===== src/design/lowest_free_id_tracker_core_assert.svh =====
// ----------------------------------------------------------------------------
// Assertion macros for the lowest free id tracker
// Concurrent checks that compile away when ASSERT_OFF is defined.
// ----------------------------------------------------------------------------
`ifndef LOWEST_FREE_ID_TRACKER_CORE_ASSERT_SVH
`define LOWEST_FREE_ID_TRACKER_CORE_ASSERT_SVH

`ifndef ASSERT_OFF

// Check that cons holds in the same cycle as ante.
`define LFID_ASSERT_IMP(label, clk, rst_n, ante, cons) \
  label: assert property (@(posedge clk) disable iff (!rst_n) (ante) |-> (cons)) \
    else $error("lfid assertion failed");

// Check that cons holds in the cycle after ante.
`define LFID_ASSERT_NEXT(label, clk, rst_n, ante, cons) \
  label: assert property (@(posedge clk) disable iff (!rst_n) (ante) |=> (cons)) \
    else $error("lfid assertion failed");

`else

`define LFID_ASSERT_IMP(label, clk, rst_n, ante, cons)

`define LFID_ASSERT_NEXT(label, clk, rst_n, ante, cons)

`endif

`endif


===== src/design/lfid_pkg.sv =====
// ----------------------------------------------------------------------------
// lfid_pkg
// Shared types and constants of the lowest free id tracker.
// ----------------------------------------------------------------------------
package lfid_pkg;

  // Occupancy map word: 32 ids per word.
  localparam int WORD_W  = 32;
  localparam int BIT_W   = 5;
  // Width of the id and mark fields on the ports.
  localparam int FIELD_W = 11;

  localparam logic MODE_ADD = 1'b0;
  localparam logic MODE_DEL = 1'b1;

  typedef enum logic {
    DIR_UP,
    DIR_DOWN
  } lfid_dir_e;

  typedef struct packed {
    logic               mode;
    logic [FIELD_W-1:0] ident;
  } lfid_req_t;

  typedef struct packed {
    logic               ok;
    logic [FIELD_W-1:0] lowest_free;
    logic [FIELD_W-1:0] highest_used;
  } lfid_rsp_t;

endpackage


===== src/design/lfid_ram.sv =====
// ----------------------------------------------------------------------------
// lfid_ram
// Single write port, single read port RAM with registered read data.
// ----------------------------------------------------------------------------
module lfid_ram #(
  parameter int  WIDTH = 32,
  parameter int  DEPTH = 32,
  localparam int AW    = (DEPTH > 1) ? $clog2(DEPTH) : 1
) (
  input  logic             clk_i,
  input  logic             we_i,
  input  logic [AW-1:0]    waddr_i,
  input  logic [WIDTH-1:0] wdata_i,
  input  logic [AW-1:0]    raddr_i,
  output logic [WIDTH-1:0] rdata_o
);

  logic [WIDTH-1:0] mem_q [DEPTH];

  always_ff @(posedge clk_i) begin
    if (we_i) begin
      mem_q[waddr_i] <= wdata_i;
    end
    rdata_o <= mem_q[raddr_i];
  end

endmodule


===== src/design/lfid_pick.sv =====
// ----------------------------------------------------------------------------
// lfid_pick
// Priority encoder over one map word: lowest set bit going up, highest
// set bit going down.
// ----------------------------------------------------------------------------
module lfid_pick (
  input  logic [lfid_pkg::WORD_W-1:0] vec_i,
  input  lfid_pkg::lfid_dir_e         dir_i,
  output logic                        found_o,
  output logic [lfid_pkg::BIT_W-1:0]  pos_o
);

  import lfid_pkg::*;

  logic [BIT_W-1:0] pos_lo;
  logic [BIT_W-1:0] pos_hi;

  // Last match wins: walk down for the lowest, up for the highest.
  always_comb begin
    pos_lo = '0;
    for (int i = WORD_W - 1; i >= 0; i--) begin
      if (vec_i[i]) begin
        pos_lo = BIT_W'(i);
      end
    end
  end

  always_comb begin
    pos_hi = '0;
    for (int i = 0; i < WORD_W; i++) begin
      if (vec_i[i]) begin
        pos_hi = BIT_W'(i);
      end
    end
  end

  assign found_o = |vec_i;
  assign pos_o   = (dir_i == DIR_UP) ? pos_lo : pos_hi;

endmodule


===== src/design/lowest_free_id_tracker_core.sv =====
// ----------------------------------------------------------------------------
// lowest_free_id_tracker_core
// Occupancy map of ids 1..ID_COUNT with lowest free and highest used marks.
// ----------------------------------------------------------------------------
// Pulse start while busy is low to transfer one add or delete; the result
// (ok, lowest free id, highest used id) appears on rsp_o for exactly one
// cycle with done_o high, and the receiver cannot stall it. The map lives
// in a RAM of 32-bit words; one priority encoder is reused to scan it word
// by word. An operation that needs no scan, or whose next mark lies in the
// same word, finishes in the operation state, after the id's word is read
// in idle; each further word is read and scanned in the scan state.
// The scan rate is set by the single RAM read port. After reset the block
// clears the map word by word with busy high. Ids of 0 or above ID_COUNT
// give ok low and leave the state unchanged.
// ----------------------------------------------------------------------------
`include "lowest_free_id_tracker_core_assert.svh"

module lowest_free_id_tracker_core #(
  parameter int ID_COUNT = 1024
) (
  input  logic                clk_i,
  input  logic                rst_ni,
  input  logic                start,
  output logic                busy,
  input  lfid_pkg::lfid_req_t req_i,
  output logic                done_o,
  output lfid_pkg::lfid_rsp_t rsp_o
);

  import lfid_pkg::*;

  localparam int DEPTH  = (ID_COUNT + WORD_W - 1) / WORD_W;
  localparam int AW     = (DEPTH > 1) ? $clog2(DEPTH) : 1;
  localparam int POS_W  = AW + BIT_W;
  localparam int MARK_W = POS_W + 1;

  localparam logic [AW-1:0]     LAST_ADDR = AW'(DEPTH - 1);
  localparam logic [MARK_W-1:0] FREE_SAT  = MARK_W'(ID_COUNT + 1);

  // Sequencer states.
  localparam logic [1:0] ST_CLR  = 2'd0;
  localparam logic [1:0] ST_IDLE = 2'd1;
  localparam logic [1:0] ST_OP   = 2'd2;
  localparam logic [1:0] ST_SCAN = 2'd3;

  logic [1:0]        state_q, state_d;
  logic [AW-1:0]     addr_q, addr_d;
  lfid_dir_e         dir_q, dir_d;
  logic [MARK_W-1:0] free_q, free_d;
  logic [MARK_W-1:0] top_q, top_d;
  logic              ok_q, ok_d;
  logic              done_q, done_d;

  // Operation captured at the transfer.
  logic              mode_q;
  logic              inrange_q;
  logic [POS_W-1:0]  pos_q;

  logic [31:0]       ident_m1;
  logic              in_range;
  logic              accept;

  // Map RAM ports.
  logic              ram_we;
  logic [AW-1:0]     ram_waddr;
  logic [WORD_W-1:0] ram_wdata;
  logic [AW-1:0]     ram_raddr;
  logic [WORD_W-1:0] ram_rdata;

  // Current word of the operation.
  logic [AW-1:0]     word_a;
  logic [BIT_W-1:0]  bit_b;
  logic [WORD_W-1:0] onehot;
  logic [WORD_W-1:0] new_word;
  logic [WORD_W-1:0] mask_above;
  logic [WORD_W-1:0] mask_below;
  logic [MARK_W-1:0] id_mark;
  logic              bit_used;

  // Shared scan unit.
  logic [WORD_W-1:0] pick_vec;
  lfid_dir_e         cur_dir;
  logic [AW-1:0]     cur_addr;
  logic              pick_found;
  logic [BIT_W-1:0]  pick_pos;
  logic [MARK_W-1:0] pick_mark;
  logic              scan_go;
  logic              finish;

  logic [31:0]       free_ext;
  logic [31:0]       top_ext;

  assign busy     = (state_q != ST_IDLE);
  assign accept   = start && !busy;
  assign ident_m1 = 32'(req_i.ident) - 32'd1;
  assign in_range = (req_i.ident != '0) && (32'(req_i.ident) <= 32'(ID_COUNT));

  assign word_a     = pos_q[POS_W-1:BIT_W];
  assign bit_b      = pos_q[BIT_W-1:0];
  assign onehot     = WORD_W'(1) << bit_b;
  assign bit_used   = |(ram_rdata & onehot);
  assign new_word   = (mode_q == MODE_ADD) ? (ram_rdata | onehot) : (ram_rdata & ~onehot);
  assign mask_above = ({WORD_W{1'b1}} << bit_b) << 1;
  assign mask_below = ~({WORD_W{1'b1}} << bit_b);
  assign id_mark    = MARK_W'(pos_q) + MARK_W'(1);

  // In the operation cycle the scan starts in the id's own word; later it
  // walks the words held in addr_q.
  assign cur_addr = (state_q == ST_OP) ? word_a : addr_q;
  assign cur_dir  = (state_q == ST_OP) ?
                    ((mode_q == MODE_ADD) ? DIR_UP : DIR_DOWN) : dir_q;
  assign pick_mark = MARK_W'({cur_addr, pick_pos}) + MARK_W'(1);

  lfid_ram #(
    .WIDTH (WORD_W),
    .DEPTH (DEPTH)
  ) u_map (
    .clk_i   (clk_i),
    .we_i    (ram_we),
    .waddr_i (ram_waddr),
    .wdata_i (ram_wdata),
    .raddr_i (ram_raddr),
    .rdata_o (ram_rdata)
  );

  lfid_pick u_pick (
    .vec_i   (pick_vec),
    .dir_i   (cur_dir),
    .found_o (pick_found),
    .pos_o   (pick_pos)
  );

  always_comb begin
    state_d   = state_q;
    addr_d    = addr_q;
    dir_d     = dir_q;
    free_d    = free_q;
    top_d     = top_q;
    ok_d      = ok_q;
    done_d    = 1'b0;
    ram_we    = 1'b0;
    ram_waddr = word_a;
    ram_wdata = new_word;
    ram_raddr = ident_m1[POS_W-1:BIT_W];
    pick_vec  = '0;
    scan_go   = 1'b0;
    finish    = 1'b0;

    case (state_q)
      ST_CLR: begin
        // Sweep zeros through the map, one word a cycle.
        ram_we    = 1'b1;
        ram_waddr = addr_q;
        ram_wdata = '0;
        if (addr_q == LAST_ADDR) begin
          addr_d  = '0;
          state_d = ST_IDLE;
        end else begin
          addr_d = addr_q + AW'(1);
        end
      end
      ST_IDLE: begin
        // Read the id's word now so it is ready in the operation cycle.
        if (accept) begin
          state_d = ST_OP;
        end
      end
      ST_OP: begin
        if (!inrange_q) begin
          ok_d   = 1'b0;
          finish = 1'b1;
        end else if (mode_q == MODE_ADD) begin
          ram_we = 1'b1;
          ok_d   = 1'b1;
          top_d  = (id_mark > top_q) ? id_mark : top_q;
          if (id_mark == free_q) begin
            pick_vec = ~new_word & mask_above;
            scan_go  = 1'b1;
          end else begin
            finish = 1'b1;
          end
        end else if (bit_used) begin
          ram_we = 1'b1;
          ok_d   = 1'b1;
          free_d = (id_mark < free_q) ? id_mark : free_q;
          if (id_mark == top_q) begin
            pick_vec = new_word & mask_below;
            scan_go  = 1'b1;
          end else begin
            finish = 1'b1;
          end
        end else begin
          // Delete of an unused id: drop it.
          ok_d   = 1'b0;
          finish = 1'b1;
        end
      end
      ST_SCAN: begin
        pick_vec = (dir_q == DIR_UP) ? ~ram_rdata : ram_rdata;
        scan_go  = 1'b1;
      end
      default: begin
        state_d = ST_IDLE;
      end
    endcase

    if (scan_go) begin
      if (pick_found) begin
        if (cur_dir == DIR_UP) begin
          free_d = pick_mark;
        end else begin
          top_d = pick_mark;
        end
        finish = 1'b1;
      end else if ((cur_dir == DIR_UP) && (cur_addr == LAST_ADDR)) begin
        // Map full above: saturate.
        free_d = FREE_SAT;
        finish = 1'b1;
      end else if ((cur_dir == DIR_DOWN) && (cur_addr == '0)) begin
        // Map empty.
        top_d  = '0;
        finish = 1'b1;
      end else begin
        // Advance to the neighboring word and read it for the next cycle.
        addr_d    = (cur_dir == DIR_UP) ? (cur_addr + AW'(1)) : (cur_addr - AW'(1));
        ram_raddr = addr_d;
        dir_d     = cur_dir;
        state_d   = ST_SCAN;
      end
    end

    if (finish) begin
      done_d  = 1'b1;
      state_d = ST_IDLE;
    end
  end

  always_ff @(posedge clk_i or negedge rst_ni) begin
    if (!rst_ni) begin
      state_q <= ST_CLR;
      addr_q  <= '0;
      dir_q   <= DIR_UP;
      free_q  <= MARK_W'(1);
      top_q   <= '0;
      ok_q    <= 1'b0;
      done_q  <= 1'b0;
    end else begin
      state_q <= state_d;
      addr_q  <= addr_d;
      dir_q   <= dir_d;
      free_q  <= free_d;
      top_q   <= top_d;
      ok_q    <= ok_d;
      done_q  <= done_d;
    end
  end

  // Hold the transfer's operation until it completes.
  always_ff @(posedge clk_i) begin
    if (accept) begin
      mode_q    <= req_i.mode;
      inrange_q <= in_range;
      pos_q     <= ident_m1[POS_W-1:0];
    end
  end

  assign free_ext = 32'(free_q);
  assign top_ext  = 32'(top_q);

  assign done_o            = done_q;
  assign rsp_o.ok           = ok_q;
  assign rsp_o.lowest_free  = free_ext[FIELD_W-1:0];
  assign rsp_o.highest_used = top_ext[FIELD_W-1:0];

  // A transfer always occupies the block in the following cycle.
  `LFID_ASSERT_NEXT(a_accept_busy, clk_i, rst_ni, accept, busy)
  // Results are shown only once the sequencer is back to idle.
  `LFID_ASSERT_IMP(a_done_idle, clk_i, rst_ni, done_o, !busy)
  // Every result strobe lasts a single cycle.
  `LFID_ASSERT_NEXT(a_single_strobe, clk_i, rst_ni, done_o, !done_o)
  // The lowest free mark never drops to zero.
  `LFID_ASSERT_IMP(a_free_nonzero, clk_i, rst_ni, 1'b1, free_q != '0)

endmodule

===== config.mk =====
export PLATFORM = sky130hd
export DESIGN_NAME = lowest_free_id_tracker_core
export DESIGN_NICKNAME = d
export VERILOG_FILES = /design/src/design/lfid_pkg.sv /design/src/design/lfid_ram.sv /design/src/design/lfid_pick.sv /design/src/design/lowest_free_id_tracker_core.sv
export VERILOG_INCLUDE_DIRS = /design/src /design/src/design
export SDC_FILE = /design/constraint.sdc
export NUM_CORES = 2
export LEC_CHECK = 0
export ABC_AREA = 1
export BUFFER_PORTS_ARGS = -buffer_cell sky130_fd_sc_hd__buf_2
export CAP_MARGIN = 15
export CORE_ASPECT_RATIO = 1.4
export CORE_MARGIN = 4
export CORE_UTILIZATION = 56
export CTS_CLUSTER_SIZE = 8
export DETAILED_ROUTE_END_ITERATION = 7
export PLACE_DENSITY = 0.84
export REMOVE_ABC_BUFFERS = 1
export SYNTH_ARGS = -nofsm -noshare
export SYNTH_HDL_FRONTEND = slang
export SYNTH_HIERARCHICAL = 1
export SYNTH_SLANG_ARGS = --single-unit

===== constraint.sdc =====
create_clock -name clk_i -period 17.15 [get_ports clk_i]
set_input_delay 1.715 -clock clk_i [delete_from_list [all_inputs] [get_ports clk_i]]
set_output_delay 1.715 -clock clk_i [all_outputs]
set_load 0.01 [all_outputs]

==> flow_summary.toml <==
[floorplan]
die_x_um = 260
io_pins = 40
rows = 129
die_h_um = 361
coreArea_um2 = 88400
start_util_pct = 56.5
dieArea_um2 = 94100

[power]
p_leak_nw = 21.7
power_mw = 10.4
ir_drop_mv = 0.121
powerDensity_nw_per_um2 = 188

[clocking]
cts_setup_buffers = 0
cts_sinks = 1100
clk_latency_ns = 0.76
path_clk_slew_ns = 0.05
clockBufferDepth = 3
cts_hold_buf = 0
h-tree-depth = 4
numCtsBuffers = 155
cts-root-buf = "clkbuf_16"
tritoncts = "yes"
ctsResizeCount = 0

[place]
io_buffers = 39
dp_hpwl_um = 82700
globalplace.congestion = 1.02

[route]
routed_wl_um = 148000
firstDrtPassIters = 8
wire_per_inst_um = 24.0
drc = 0
vias_per_cell = 6.22
via_count = 38300
drt_iter0_drc = 5924
ant_nets = 0

[worst_setup_path]
crit_slowest_cell = "buf_4"
worstPathArrival_ns = 11.11
crit_required_ns = 17.78
path_class = "reg -> reg"
crit_top_cell = "nand2_1"
end_kind = "register"
path_max_fanout = 121
start_kind = "register"
slowest_delay_ns = 0.86
rrSetupSlack_ns = 6.68

[final_layout]
area_growth_syn_to_layout_pct = 10.7
drive_above_1_share_pct = 8.31
fillers = 6339
seq_area_um2 = 32600
fin_nets = 4968
multi_input_area_um2 = 15100

[sta]
fmax_ghz = 0.0955
fin_crit_sh_pct = 61.1
hold_viol = 0
slew_violations = 0
setup_violations = 0
slew_headroom_pct = 25.9
setup_tns_ns = 0
finClkSkew_ns = 0.0355
worstMarginPinSlew_ns = 1.11
period_minus_slack_ns = 10.47
grt_setup_unrepaired = "false"

[yosys]
yosys_register_bits = 1100
async_flop_share_pct = 2.91
seq_area_frac_synth_pct = 65.2
synth-simple-area-share_pct = 25.1
synth-edff-count = 1036
synthMuxAreaShare_pct = 0.0200
yosysUniqueCellTypes = 53
postSynthCellCount = 4900
syn_avg_cell_area_um2 = 10.2
yosys_warnings = 6
synth_top_family_by_area = "simple AND/OR/NAND/NOR gates"
synth.area.top_cells = "edfxtp_1 (62%), nand2_1 (14%), nand3_1 (8.6%)"
synth_xor_xnor_area_share_pct = 0.649
synth_top_area_share_pct = 62.3
synthAdderAreaFrac_pct = 0.942
ys.flop_type = "edfxtp_1"
netlist_area_um2 = 49900
yosys.area.top_type = "edfxtp_1"
synth_compound_area_share_pct = 2.91

[global_routing]
overflow = 0
grt_pass1_wl_um = 221000
grtUsageTotal_pct = 31.0
grt_start_max_net_pins = 217
antenna_found_initial = 4
grt_pass1_vias = 37800

[flow_run]
drv_cap = 0

[min_path]
hold_class = "reg -> reg"

[run_status]
status = "finished clean"
[Yosys cell counts (14+ instances only)]
library cell  instances
ha_1                 36
a21oi_1              87
buf_4                31
edfxtp_1           1036
a31oi_1              15
xor2_1               31
clkbuf_1             54
nor2_1              181
buf_6                67
o21ai_0              87
dfxtp_1              32
nand3_1             854
buf_1                25
buf_2                92
nand2_1            1918
o21ai_1              14
dfrtp_1              31
inv_2                24
nor3_1               19
inv_1               151
[power breakdown]
group          switching (mW)  internal, mW
sequential              0.186          3.63
combinational            2.84         0.965
clock                    1.09          1.66
total                    4.12          6.25
[critical path: cells and delay by family, from the launching register on]
kind / cells / cell delay [ns]
buf+inv: 7 / 4.23
simple gates: 23 / 3.97
compound gates: 3 / 0.96
flops: 1 / 0.63
fa+ha+maj: 1 / 0.31
[cell usage in the layout, fill, tap and decap left out, types with 4 or more instances in the layout]
cell type,n
a21oi_1,87
a31oi_1,15
a41oi_1,4
buf_2,39
buf_4,77
buf_8,13
bufinv_8,7
clkbuf_1,51
clkbuf_16,157
dfrtp_1,31
dfxtp_1,32
edfxtp_1,1036
ha_1,36
inv_1,150
inv_16,4
inv_2,23
inv_6,7
nand2_1,1914
nand2_2,7
nand2_4,6
nand3_1,854
nand4_1,11
nor2_1,133
nor2_2,18
nor2_4,35
nor3_1,19
nor4_1,4
o211ai_1,4
o21a_1,10
o21ai_0,87
o21ai_1,14
o21ai_2,4
o22ai_1,7
o31ai_1,11
o32ai_1,6
xnor2_1,6
xor2_1,31
[layer usage]
| metal | GRT usage, % | wire, µm | vias to the layer above | part of all wire (%) |
|---|---|---|---|---|
| li1 | - | - | 16700 | - |
| met1 | 36.0 | 47000 | 17900 | 32 |
| met2 | 51.5 | 72000 | 3003 | 49 |
| met3 | 7.33 | 18500 | 685 | 12 |
| met4 | 19.9 | 10700 | 0 | 7.2 |
| met5 | 0 | 0 | - | 0 |
[final timing paths]
path,depth (start not counted),start,end
setup / recovery,34,pos_q[0],u_map/rdata_o[18]
hold / removal,2,ok_q,ok_q
setup reg to reg,34,pos_q[0],u_map/rdata_o[18]
hold reg to reg,2,ok_q,ok_q
max in group asynchronous,1,rst_ni,dir_q
min in group asynchronous,1,rst_ni,free_q[1]
[final cells by class]
type | instances | area share (%)
Sequential cell | 1100 | 58.9
Multi-Input combinational cell | 3342 | 27.3
Clock buffer | 208 | 7.45
Tap cell | 1179 | 2.67
Timing Repair Buffer | 131 | 1.82
Inverter | 186 | 1.49
Clock inverter | 14 | 0.317
Antenna cell | 2 | 0.00906
[through the flow]
stage                     setup slack (ns)  util (%)  std cells  hold slack, ns  area, µm²
after floorplan                      -1.04         -       4628           0.517      48100
after global placement                7.33      57.4       5925           0.529      50800
after detailed placement              7.28      57.4       5926           0.531      50800
after CTS                             7.14      62.3       6148           0.546      55100
after global routing                  6.14      62.5       6162           0.574      55300
final                                 6.68      62.5       6162           0.537      55300
[registers in the layout (all words and copies together) (netlist names), 2 cells and up]
name,flops
addr_q,5
free_q,11
pos_q,10
state_q,2
top_q,11
u_map/mem_q,1024
u_map/rdata_o,32
[cell families after synthesis]
kind of cell    count (synthesis)
xor+xnor                       37
compound gates                256
flops                        1100
mux                             1
buf+inv                       458
simple gates                 3011
fa+ha+maj                      37
(Power assumes the default switching activity.)
